===== src/sv/szl_pkg.sv =====
package szl_pkg;

	// field widths
	localparam int ANG_W  = 16;
	localparam int TURB_W = 16;
	localparam int LUM_W  = 24;
	localparam int CHR_W  = 16;

	localparam logic [TURB_W-1:0] TURB_RESET = 16'd8192;

	// angle constants
	localparam logic [15:0]        PI_Q14      = 16'd51472;
	localparam logic signed [27:0] PI_Q24      = 28'sd52707179;
	localparam logic signed [27:0] HALF_PI_Q24 = 28'sd26353589;

	// turbidity terms, Q.24
	localparam logic [23:0] FOUR_NINTHS_Q24 = 24'd7456540;
	localparam logic [17:0] INV120_Q24      = 18'd139810;
	localparam logic [26:0] YA_Q24          = 27'd67868872;
	localparam logic [26:0] YB_Q24          = 27'd83399541;
	localparam logic [21:0] YC_Q24          = 22'd3615490;
	localparam logic [25:0] YD_Q24          = 26'd40587441;

	// cordic and divider depths
	localparam int CORDIC_N = 24;
	localparam int DIV_N    = 35;

	// tangent saturation, +2048 in Q.24
	localparam logic signed [36:0] TAN_LIMIT = 37'sd34359738368;

	localparam logic signed [27:0] ATAN_Q24 [8] = '{
		28'sd13176795, 28'sd7778716, 28'sd4110060, 28'sd2086331,
		28'sd1047214,  28'sd524117,  28'sd262123,  28'sd131069
	};

	// [x or y][row T^2, T, 1][theta^3, theta^2, theta, 1], Q.24
	localparam logic signed [24:0] CHROMA_COEF [2][3][4] = '{
		'{ '{  25'sd27682,   -25'sd62915,   25'sd35064,        25'sd0 },
		   '{ -25'sd487043,   25'sd1069883, -25'sd537206,   25'sd66102 },
		   '{  25'sd1961760, -25'sd3556099,  25'sd1015357, 25'sd4342950 } },
		'{ '{  25'sd46137,   -25'sd102341,  25'sd53184,        25'sd0 },
		   '{ -25'sd706992,   25'sd1504916, -25'sd696758,   25'sd86570 },
		   '{  25'sd2574632, -25'sd4488912,  25'sd1119040, 25'sd4477503 } }
	};

	// values that ride along the cordic and divider rows
	typedef struct packed {
		logic signed [19:0] slope;
		logic signed [26:0] base;
		logic signed [15:0] chroma_x;
		logic signed [15:0] chroma_y;
	} side_t;

	typedef struct packed {
		logic signed [30:0] x;
		logic signed [30:0] y;
		logic signed [27:0] r;
		side_t              side;
	} cordic_t;

	typedef struct packed {
		logic [29:0] ay;
		logic [29:0] dv;
		logic [29:0] rem;
		logic [34:0] q;
		logic        sat;
		logic        neg;
		side_t       side;
	} div_t;

	function automatic logic signed [27:0] cordic_step(input int i);
		logic signed [27:0] s;
		if (i < 8) begin
			s = ATAN_Q24[i];
		end else begin
			s = 28'sd1 <<< (24 - i);
		end
		return s;
	endfunction

	// one polynomial row in theta, rounded to Q.24
	function automatic logic signed [30:0] row_q24(input int w, input int k,
			input logic [19:0] th3, input logic [17:0] th2, input logic [15:0] th);
		logic signed [47:0] acc;
		acc = 48'(CHROMA_COEF[w][k][0]) * $signed({28'd0, th3})
			+ 48'(CHROMA_COEF[w][k][1]) * $signed({30'd0, th2})
			+ 48'(CHROMA_COEF[w][k][2]) * $signed({32'd0, th})
			+ 48'(CHROMA_COEF[w][k][3]) * 48'sd16384
			+ 48'sd8192;
		return 31'(acc >>> 14);
	endfunction

	function automatic logic signed [15:0] sat16(input logic signed [35:0] v);
		logic signed [15:0] r;
		if (v > 36'sd32767) begin
			r = 16'sh7fff;
		end else if (v < -36'sd32768) begin
			r = 16'sh8000;
		end else begin
			r = 16'(v);
		end
		return r;
	endfunction

	function automatic logic signed [23:0] sat24(input logic signed [33:0] v);
		logic signed [23:0] r;
		if (v > 34'sd8388607) begin
			r = 24'sh7fffff;
		end else if (v < -34'sd8388608) begin
			r = 24'sh800000;
		end else begin
			r = 24'(v);
		end
		return r;
	endfunction

endpackage


===== src/sv/szl_cordic_cell.sv =====
module szl_cordic_cell import szl_pkg::*; #(
	parameter int IDX = 0
) (
	input  logic    clk,
	input  logic    arst_n,
	input  logic    en,
	input  logic    in_vld,
	input  cordic_t in_d,
	output logic    out_vld,
	output cordic_t out_d
);

	localparam logic signed [27:0] STEP = cordic_step(IDX);

	logic signed [30:0] dx, dy;
	cordic_t nxt;

	// one rotation toward zero residual angle
	always_comb begin
		dx  = in_d.y >>> IDX;
		dy  = in_d.x >>> IDX;
		nxt = in_d;
		if (in_d.r >= 0) begin
			nxt.x = in_d.x - dx;
			nxt.y = in_d.y + dy;
			nxt.r = in_d.r - STEP;
		end else begin
			nxt.x = in_d.x + dx;
			nxt.y = in_d.y - dy;
			nxt.r = in_d.r + STEP;
		end
	end

	always_ff @(posedge clk) begin
		if (en) begin
			out_d <= nxt;
		end
	end

	always_ff @(posedge clk or negedge arst_n) begin
		if (!arst_n) begin
			out_vld <= 1'b0;
		end else if (en) begin
			out_vld <= in_vld;
		end
	end

endmodule


===== config.mk =====
export PLATFORM = sky130hd
export DESIGN_NAME = szl_cordic_cell
export DESIGN_NICKNAME = d
export VERILOG_FILES = /design/src/sv/szl_pkg.sv /design/src/sv/szl_cordic_cell.sv
export SDC_FILE = /design/constraint.sdc
export NUM_CORES = 1
export LEC_CHECK = 0
export BUFFER_PORTS_ARGS = -buffer_cell sky130_fd_sc_hd__buf_2
export CAP_MARGIN = 20
export CELL_PAD_IN_SITES_DETAIL_PLACEMENT = 0
export CELL_PAD_IN_SITES_GLOBAL_PLACEMENT = 1
export CORE_ASPECT_RATIO = 1.25
export CORE_MARGIN = 2
export CORE_UTILIZATION = 43
export DETAILED_ROUTE_END_ITERATION = 6
export GPL_TIMING_DRIVEN = 0
export HOLD_SLACK_MARGIN = 0.12
export PLACE_DENSITY = 0.95
export SLEW_MARGIN = 10
export SYNTH_ARGS = -nofsm -noshare
export SYNTH_HDL_FRONTEND = slang
export SYNTH_SLANG_ARGS = --single-unit

===== constraint.sdc =====
create_clock -name clk -period 1.6 [get_ports clk]
set_clock_uncertainty 0.15 [all_clocks]
set_input_delay 0.16 -clock clk [delete_from_list [all_inputs] [get_ports clk]]
set_output_delay 0.16 -clock clk [all_outputs]
set_load 0.005 [all_outputs]

==> impl_metrics.tcl <==
set metrics [dict create \
    p_sw_uw 5560 \
    ff2ff_setup_slack_ps 700 \
    setup-violations-final 87 \
    synth_area_leaders "edfxtp_1 (43%), ha_1 (13%), a21oi_1 (4.8%)" \
    synth_area_um2 11600 \
    ant_nets 0 \
    cellLeakagePower_uw 0.00805 \
    drtPass1Iterations 5 \
    synthArstFlopShare 0.00592 \
    post-route-period-util 2.33 \
    fmax_mhz 268 \
    core_um2 26700 \
    hold_slack_ps -2.51 \
    synthMuxAreaShare 0.0140 \
    htree_levels 4 \
    ys.flop_type "edfxtp_1" \
    synth_compound_area_frac 0.196 \
    rows 67 \
    postCtsHoldBufs 87 \
    finalWorstSetupSlack_ps -2130 \
    ioPinCount 343 \
    vias 12100 \
    yosysTopAreaCell "edfxtp_1" \
    path_max_fanout 5 \
    timing_worst_setup_path_type "input pin to flip-flop" \
    tightest_slew_ps 710 \
    grt_pass1_vias 11900 \
    pwr-share-seq 0.363 \
    cp-start-kind "input pin" \
    synth_nets 1434 \
    failed_checks "hold timing, setup timing" \
    synth.avg_cell_area_um2 10.2 \
    drv_slew 0 \
    maxCapViolCount 0 \
    syn_inst 1140 \
    crit_arrival_ps 3790 \
    p_clk_frac 0.267 \
    rsz0062_at_grt "true" \
    final-hold-violation-count 4 \
    synth-edff-count 168 \
    cts_buffers 17 \
    io_buffers 342 \
    status "complete, but fails checks" \
    gp_congestion 0.936 \
    antenna_found_initial 10 \
    grt_max_degree 107 \
    drt-initial-drc-count 909 \
    die_x_um 151 \
    clkTransAtPathRegs_ps 80 \
    totalPowerFinal_uw 15900 \
    die_y_um 188 \
    min_period_ps 3730 \
    clockBufferDepth 2 \
    endpoint_kind "flip-flop" \
    cts_tree "built" \
    routedWlPerCell_um 24.4 \
    ys_ff_latch 169 \
    synth_adder_area_share 0.133 \
    relSlewSlack 0.527 \
    synth-simple-area-share 0.111 \
    hp-class "input pin to flip-flop" \
    clock-sinks 169 \
    dp_slack_ps -2850 \
    dieArea_um2 28400 \
    synth_xor_area_frac 0.0610 \
    drc_errors 0 \
    synth_top_family_by_area "compound AO/OA/AOI/OAI gates" \
    dp.final_hpwl_um 31100 \
    synthTopCellsByCount "edfxtp_1 (168), ha_1 (117), a21oi_1 (112)" \
    cp_data_required_time_ps 1660 \
    ys_warn_count 0 \
    ir_worst_vdd_mv 0.621 \
    start_util 0.435 \
    grt_pass1_wl_um 68400 \
    powerDensity_nw_per_um2 848 \
    grt.total_usage 0.323 \
    layout-drive-gt1-share 0.471 \
    globalRouteOverflowTotal 0 \
    combPwrFrac 0.370 \
    cts-root-buf "clkbuf_16" \
    syn_to_final_growth_pct 61.5 \
    routed_wl_um 50300 \
    switching_share 0.349 \
    p_int_uw 10400 \
    viasPerCell 5.89 \
    synth_top_area_share 0.434 \
    yosysSeqAreaShare 0.436 \
    clkLatencyLatePin_ps 450 \
    ys_types 75 \
    nNetsFinal 1991 \
    synth_most_common_cell "edfxtp_1" \
]
worst max-delay path, cell delays in order:
cell and delay, ps:
buf_2 130, nor4_1 420, nand3_1 250, o21ai_4 310, inv_2 80, clkbuf_16 180
buf_16 140, buf_12 130, ha_4 160, a21o_1 170, a21o_1 200, a21oi_2 190
o21ai_1 140, nor3_2 320, a21oi_4 140, a221oi_4 350, mux2i_1 250, nand2_1 70
per-stage QoR:
stage	instance area, um2	TNS (ps)	utilization	instances	hold slack [ps]
after detailed placement	14600	-135620	0.544	1828	-209
after CTS	17600	-71560	0.660	2008	12.0
after global placement	14500	-434810	0.543	1827	-216
after global routing	18800	-94700	0.702	2060	16.9
final	18800	-87730	0.702	2063	-2.51
after floorplan	12400	-68130	-	1140	-286
sequential cells by signal (all words and copies together), names as in the netlist:
register	cells
out_vld	1
out_d	168
power groups by stage:
| stage | sequential [uW] | combinational, uW | clock (uW) |
|---|---|---|---|
| after floorplan | 5910 | 2360 | 0 |
| after global placement | 5850 | 4100 | 0 |
| after detailed placement | 5840 | 4150 | 0 |
| after CTS | 5750 | 5090 | 4230 |
| after global routing | 5820 | 6190 | 4450 |
| final | 5780 | 5890 | 4240 |
cell families after synthesis:
kind of cell | Yosys count
AOI/OAI and AO/OA | 345
and+or+nand+nor | 266
DFF | 169
buffers and inverters | 142
adders and majority gates | 121
xor gates and xnor gates | 81
muxes | 16
cell type report:
class | count | area [um2]
clock buffer | 18 | 429
buffer | 42 | 478
clock inverter | 14 | 159
antenna | 8 | 20.0
multi-input combinational | 829 | 7930
fill | 1830 | 7970
inverter | 98 | 420
tap | 345 | 432
sequential | 169 | 5070
timing repair buffer | 540 | 3830
path summary, 6_finish.rpt:
path / cells past startpoint / start / to
min: 1 / en / out_d[94]
max reg2reg: 1 / out_vld / out_vld
max in group asynchronous: 3 / arst_n / out_vld
max: 18 / in_d[95] / out_d[106]
min reg2reg: 1 / out_vld / out_vld
min in group asynchronous: 3 / arst_n / out_vld
routing by layer:
layer,vias to the layer above,track usage,wire length [um],part of all wire
met4,6,0.211,4010,0.080
met1,5802,0.352,17100,0.34
li1,5301,-,-,-
met3,253,0.0937,5200,0.10
met5,-,0.00893,62,0.0012
met2,783,0.539,23900,0.48
cells in the final DEF (no fill, tap or decap), types with 9 or more instances in the layout:
master | synthesis | routed
buf_8 | 0 | 9
o21ai_2 | 0 | 19
nand2_2 | 0 | 9
xor2_1 | 21 | 17
dlygate4sd3_1 | 0 | 87
a21oi_4 | 0 | 15
nand2_1 | 57 | 45
a21o_1 | 47 | 47
nand2b_1 | 19 | 17
nand4_1 | 10 | 10
clkbuf_1 | 22 | 9
o21ai_0 | 56 | 19
nor3_1 | 27 | 17
xnor2_1 | 60 | 50
buf_2 | 7 | 337
buf_6 | 2 | 37
o21a_1 | 11 | 11
inv_1 | 97 | 81
nand3_1 | 19 | 10
nor2_1 | 78 | 63
a21oi_1 | 112 | 68
buf_12 | 0 | 14
o21ai_1 | 4 | 12
a21oi_2 | 1 | 30
inv_2 | 0 | 9
buf_4 | 3 | 69
a211oi_2 | 3 | 10
edfxtp_1 | 168 | 168
o21ai_4 | 0 | 10
ha_4 | 0 | 29
o21bai_1 | 16 | 14
ha_1 | 117 | 82
xnor2_2 | 0 | 9
clkbuf_16 | 0 | 23
mux2i_1 | 14 | 10
repair_timing:
| item | 4_1_cts | 5_1_grt |
|---|---|---|
| gates resized for setup | 228 | 157 |
| cloned | 5 | 3 |
| endpoints found under the hold margin | 154 | 63 |
| pin swaps | 99 | 106 |
| endpoints found under the setup margin | 87 | 87 |
| buffers inserted | 58 | 50 |
Power figures use the tool's default switching activity.
