$ cat src/sv/szl_pkg.sv
package szl_pkg;

	// field widths
	localparam int ANG_W  = 16;
	localparam int TURB_W = 16;
	localparam int LUM_W  = 24;
	localparam int CHR_W  = 16;

	localparam logic [TURB_W-1:0] TURB_RESET = 16'd8192;

	// angle constants
	localparam logic [15:0]        PI_Q14      = 16'd51472;
	localparam logic signed [27:0] PI_Q24      = 28'sd52707179;
	localparam logic signed [27:0] HALF_PI_Q24 = 28'sd26353589;

	// turbidity terms, Q.24
	localparam logic [23:0] FOUR_NINTHS_Q24 = 24'd7456540;
	localparam logic [17:0] INV120_Q24      = 18'd139810;
	localparam logic [26:0] YA_Q24          = 27'd67868872;
	localparam logic [26:0] YB_Q24          = 27'd83399541;
	localparam logic [21:0] YC_Q24          = 22'd3615490;
	localparam logic [25:0] YD_Q24          = 26'd40587441;

	// cordic and divider depths
	localparam int CORDIC_N = 24;
	localparam int DIV_N    = 35;

	// tangent saturation, +2048 in Q.24
	localparam logic signed [36:0] TAN_LIMIT = 37'sd34359738368;

	localparam logic signed [27:0] ATAN_Q24 [8] = '{
		28'sd13176795, 28'sd7778716, 28'sd4110060, 28'sd2086331,
		28'sd1047214,  28'sd524117,  28'sd262123,  28'sd131069
	};

	// [x or y][row T^2, T, 1][theta^3, theta^2, theta, 1], Q.24
	localparam logic signed [24:0] CHROMA_COEF [2][3][4] = '{
		'{ '{  25'sd27682,   -25'sd62915,   25'sd35064,        25'sd0 },
		   '{ -25'sd487043,   25'sd1069883, -25'sd537206,   25'sd66102 },
		   '{  25'sd1961760, -25'sd3556099,  25'sd1015357, 25'sd4342950 } },
		'{ '{  25'sd46137,   -25'sd102341,  25'sd53184,        25'sd0 },
		   '{ -25'sd706992,   25'sd1504916, -25'sd696758,   25'sd86570 },
		   '{  25'sd2574632, -25'sd4488912,  25'sd1119040, 25'sd4477503 } }
	};

	// values that ride along the cordic and divider rows
	typedef struct packed {
		logic signed [19:0] slope;
		logic signed [26:0] base;
		logic signed [15:0] chroma_x;
		logic signed [15:0] chroma_y;
	} side_t;

	typedef struct packed {
		logic signed [30:0] x;
		logic signed [30:0] y;
		logic signed [27:0] r;
		side_t              side;
	} cordic_t;

	typedef struct packed {
		logic [29:0] ay;
		logic [29:0] dv;
		logic [29:0] rem;
		logic [34:0] q;
		logic        sat;
		logic        neg;
		side_t       side;
	} div_t;

	function automatic logic signed [27:0] cordic_step(input int i);
		logic signed [27:0] s;
		if (i < 8) begin
			s = ATAN_Q24[i];
		end else begin
			s = 28'sd1 <<< (24 - i);
		end
		return s;
	endfunction

	// one polynomial row in theta, rounded to Q.24
	function automatic logic signed [30:0] row_q24(input int w, input int k,
			input logic [19:0] th3, input logic [17:0] th2, input logic [15:0] th);
		logic signed [47:0] acc;
		acc = 48'(CHROMA_COEF[w][k][0]) * $signed({28'd0, th3})
			+ 48'(CHROMA_COEF[w][k][1]) * $signed({30'd0, th2})
			+ 48'(CHROMA_COEF[w][k][2]) * $signed({32'd0, th})
			+ 48'(CHROMA_COEF[w][k][3]) * 48'sd16384
			+ 48'sd8192;
		return 31'(acc >>> 14);
	endfunction

	function automatic logic signed [15:0] sat16(input logic signed [35:0] v);
		logic signed [15:0] r;
		if (v > 36'sd32767) begin
			r = 16'sh7fff;
		end else if (v < -36'sd32768) begin
			r = 16'sh8000;
		end else begin
			r = 16'(v);
		end
		return r;
	endfunction

	function automatic logic signed [23:0] sat24(input logic signed [33:0] v);
		logic signed [23:0] r;
		if (v > 34'sd8388607) begin
			r = 24'sh7fffff;
		end else if (v < -34'sd8388608) begin
			r = 24'sh800000;
		end else begin
			r = 24'(v);
		end
		return r;
	endfunction

endpackage

$ cat src/sv/szl_div_cell.sv
module szl_div_cell import szl_pkg::*; #(
	parameter int BIT = 0
) (
	input  logic clk,
	input  logic arst_n,
	input  logic en,
	input  logic in_vld,
	input  div_t in_d,
	output logic out_vld,
	output div_t out_d
);

	logic        dbit;
	logic [30:0] tmp;
	logic        ge;
	div_t        nxt;

	// next dividend bit: |y| shifted up by 24
	if (BIT >= 24) begin : g_bit
		assign dbit = in_d.ay[BIT-24];
	end else begin : g_zero
		assign dbit = 1'b0;
	end

	// one restoring step, one quotient bit
	always_comb begin
		tmp     = {in_d.rem, dbit};
		ge      = tmp >= {1'b0, in_d.dv};
		nxt     = in_d;
		nxt.rem = ge ? 30'(tmp - {1'b0, in_d.dv}) : tmp[29:0];
		nxt.q   = {in_d.q[33:0], ge};
	end

	always_ff @(posedge clk) begin
		if (en) begin
			out_d <= nxt;
		end
	end

	always_ff @(posedge clk or negedge arst_n) begin
		if (!arst_n) begin
			out_vld <= 1'b0;
		end else if (en) begin
			out_vld <= in_vld;
		end
	end

endmodule

$ cat config.mk
export PLATFORM = sky130hd
export DESIGN_NAME = szl_div_cell
export DESIGN_NICKNAME = d
export VERILOG_FILES = /design/src/sv/szl_pkg.sv /design/src/sv/szl_div_cell.sv
export SDC_FILE = /design/constraint.sdc
export NUM_CORES = 1
export LEC_CHECK = 0
export ABC_CLOCK_PERIOD_IN_PS = 1650
export BUFFER_PORTS_ARGS = -buffer_cell sky130_fd_sc_hd__buf_2
export CAP_MARGIN = 20
export CORE_MARGIN = 8
export CORE_UTILIZATION = 28
export CTS_BUF_LIST = sky130_fd_sc_hd__clkbuf_2
export DETAILED_ROUTE_END_ITERATION = 8
export MAX_ROUTING_LAYER = met4
export PLACE_DENSITY_LB_ADDON = 0.08
export SETUP_SLACK_MARGIN = 0.15
export SLEW_MARGIN = 20
export SYNTH_ARGS = -nofsm -noshare
export SYNTH_HDL_FRONTEND = slang
export SYNTH_SLANG_ARGS = --single-unit
export TNS_END_PERCENT = 50
$ cat constraint.sdc
create_clock -name clk -period 1.65 [get_ports clk]
set_input_delay 0.33 -clock clk [delete_from_list [all_inputs] [get_ports clk]]
set_output_delay 0.33 -clock clk [all_outputs]
set_load 0.02 [all_outputs]
==> metrics.csv <==
stage;metric;value;unit
outcome;run_status;finished, violations left;
outcome;violations;hold timing, setup timing;
route;drt_iter0_drc;213;
cts;cts_hold_buf;207;
route;wire_per_inst;18.3;um
placed_design;dp_cells;1396;
finish;fill_cells;2651;
hold_path;min_to;out_d[147];
critical_path;crit_path_max_incr_delay;420;ps
synthesis;syn_area;8370;um2
critical_path;r2r_cells;3;
critical_path;cp_slowest_cell;or4_1;
critical_path;timing.rr.start;out_vld;
hold_path;hp-start;in_d[147];
run;maxCapViolCount;0;
global_routing;grt_first_pass_wirelength;46.7;mm
cts;cts_root_buf;clkbuf_2;
sta;slew_viol_final;0;
route;ant_nets;0;
finish;finalInstanceArea;15600;um2
cts;cts_max_level;2;
sta;max_freq;0.523;GHz
global_routing;first_global_vias;7871;
sta;setup_ws;-263;ps
synthesis;avgSynthCellArea;16.9;um2
finish;seq_area;6210;um2
power_and_ir_drop;peakVddDrop;446;uV
critical_path;timing.critical_path.buf_inv;3;
sta;rsz0062_at_grt;yes;
die;rows;63;
hold_path;hold_depth;1;
cts;clock-sinks;207;
critical_path;crit_fanout;7;
die;dieWidth;189;um
route;dr.pass1.iters;4;
critical_path;reg2reg_to;out_vld;
cts;insertion_delay;800;ps
finish;nets;1529;
placed_design;placed_area;11800;um2
sta;slew_headroom;71.6;%
sta;hold_slack;-291;ps
synthesis;ys.flop_type;edfxtp_1;
synthesis;synth_seq_cells;207;
sta;setup_violations;188;
cts;clk_pin_slew;90;ps
finish;drive_gt1_share;53.3;%
sta;worstMarginPinSlew;426;ps
global_routing;grt_max_degree;49;
finish;fin_cells;1724;
sta;skew;0;ps
finish;finalCoreUtilization;52.7;%
synthesis;syn_nets;737;
global_routing;grt_remaining_overflow;0;
synthesis;synth.area.top_cells;edfxtp_1 (74%), ha_1 (4.5%), mux2_4 (3.9%);
finish;syn2layout_area_growth;86.1;%
critical_path;cp-end-kind;flip-flop;
sta;period_needed;1910;ps
die;io_pins;417;
placed_design;gp_congestion;0.781;
die;initial_utilization;28.3;%
cts;clockBufferDepth;3;
critical_path;crit_type;input pin to flip-flop;
synthesis;synthArstFlopShare;0.483;%
critical_path;r2r_slack;200;ps
synthesis;synth_edf_count;206;
cts;cts_tree;done;
synthesis;yosys.area.top_type;edfxtp_1;
synthesis;yosysTopAreaCellShare;73.9;%
critical_path;crit_required;2180;ps
die;die_y;189;um
global_routing;grt_antenna_before_repair;4;
route;vias_per_cell;4.18;
synthesis;ys_types;55;
die;core;29600;um2
cts;cts_buffers;57;
critical_path;cp_data_arrival_time;2440;ps
sta;final_hold_viol_count;2;
route;drc;0;
route;routed_wl;31.6;mm
route;vias;7201;
critical_path;critPathLaunchType;input pin;
synthesis;yosysSeqAreaShare;74.2;%
placed_design;io_buffer_count;415;
finish;multi_input_area;2280;um2
global_routing;grtUsageTotal;17.4;%
power_and_ir_drop;p_leak;0.00693;uW
critical_path;cp_top_family;simple AND/OR/NAND/NOR gates;
synthesis;syn_inst;496;
hold_path;hold_class;input pin to flip-flop;
critical_path;path_cells;buf_2 > inv_1 > ha_1 > and2_1 > nand2_1 > or4_1 > o22ai_2 > o21a_4 > buf_12 > mux2_4;
sta;fin_tns_setup;-9950;ps
synthesis;ys_warn_count;0;
die;dieArea;35700;um2
power_and_ir_drop;power.density;895;nW/um2
placed_design;place_hpwl;23.4;mm
sta;fin_crit_sh;116;%
cell families (layout without fill, tap and decap cells):
group	after synthesis	after routing	synth area share, %
buf+inv	45	879	2.64
simple gates	75	75	4.30
xor+xnor	27	27	2.82
compound gates	84	84	6.72
other cells	0	4	0
fa+ha+maj	31	31	4.72
mux	27	27	4.62
flops	207	207	74.2
synth_stat cells, drive strengths merged (4+ instances only):
library cell,instances
nor3,5
a21oi,35
nand2,27
a21o,10
xor2,9
inv,36
nand3,9
o21bai,4
o21ai,14
ha,30
a31oi,4
mux2,27
nor2,15
buf,8
xnor2,18
edfxtp,206
final cells by class:
class | count | area share [%]
tap | 390 | 3.13
sequential | 207 | 39.9
multi-input combinational | 244 | 14.7
clock inverter | 13 | 0.385
antenna | 4 | 0.0642
inverter | 36 | 0.931
timing repair buffer | 742 | 38.1
clock buffer | 88 | 2.83
routing by layer:
metal | up-vias | track usage, % | share of wire (%)
met5 | - | - | 0
met4 | 0 | 4.72 | 1.9
met3 | 43 | 5.59 | 7.7
met2 | 270 | 30.9 | 52
met1 | 3370 | 18.4 | 38
li1 | 3518 | - | -
through the flow:
| step | total power (uW) | hold slack [ps] | setup WS, ps |
|---|---|---|---|
| finish | 14000 | -291 | -263 |
| detailed placement | 9500 | 110 | -1230 |
| CTS | 14000 | -428 | -208 |
| floorplan | 8090 | 34.4 | -875 |
| global route | 14700 | -427 | -239 |
| global placement | 9490 | 108 | -1200 |
cells in the final DEF (no fill, tap or decap), types with 2 or more instances in the layout:
cell,Yosys,layout
buf_2,4,296
dlygate4sd3_1,0,207
edfxtp_1,206,206
buf_6,2,119
buf_4,0,108
clkbuf_2,0,88
a21oi_1,34,29
inv_1,36,28
nand2_1,27,26
mux2_4,22,26
ha_1,30,20
xnor2_1,18,18
nor2_1,15,10
ha_4,0,10
clkinv_1,0,10
a21o_1,10,9
xor2_1,9,9
o21ai_0,13,8
nand3_1,9,7
buf_12,2,7
a21oi_2,1,6
o21ai_1,1,5
diode_2,0,4
inv_2,0,4
inv_4,0,4
nor3_1,5,3
nor2_4,0,3
o21bai_1,4,3
buf_8,0,3
nand2b_1,3,2
nand3_2,0,2
and2_1,2,2
nor3_2,0,2
nand4_1,2,2
and3_1,2,2
o31ai_2,1,2
a31oi_1,3,2
nor2_2,0,2
and4_1,2,2
buf_16,0,2
sequential cells by signal, summed over array words and instances, names as in the netlist:
signal   cells
out_d      206
out_vld      1
report_power, final:
| group | total, uW | internal [uW] | leakage (uW) | switching (uW) |
|---|---|---|---|---|
| registers | 6520 | 6350 | 0.00203 | 176 |
| logic | 3850 | 2030 | 0.00451 | 1830 |
| clock network | 3580 | 1420 | 0.000394 | 2160 |
worst max path at each step:
stage	startpoint	to	slack [ps]	depth (start not counted)
after floorplan	in_d[146]	out_d[142]	-870	10
after global placement	in_d[146]	out_d[136]	-1200	12
after detailed placement	in_d[146]	out_d[136]	-1230	12
after CTS	out_d[137]	out_d[137]	-210	1
after global routing	in_d[162]	out_d[131]	-240	10
final	in_d[162]	out_d[131]	-260	10
repair_timing:
| item | 4_1_cts | 5_1_grt |
|---|---|---|
| hold endpoints to repair | 317 | 2 |
| cloned | 2 | 0 |
| resized for setup | 192 | 111 |
| endpoints found under the setup margin | 238 | 238 |
| setup buffers | 8 | 6 |
| pin swaps | 14 | 20 |
Power figures use the tool's default switching activity.
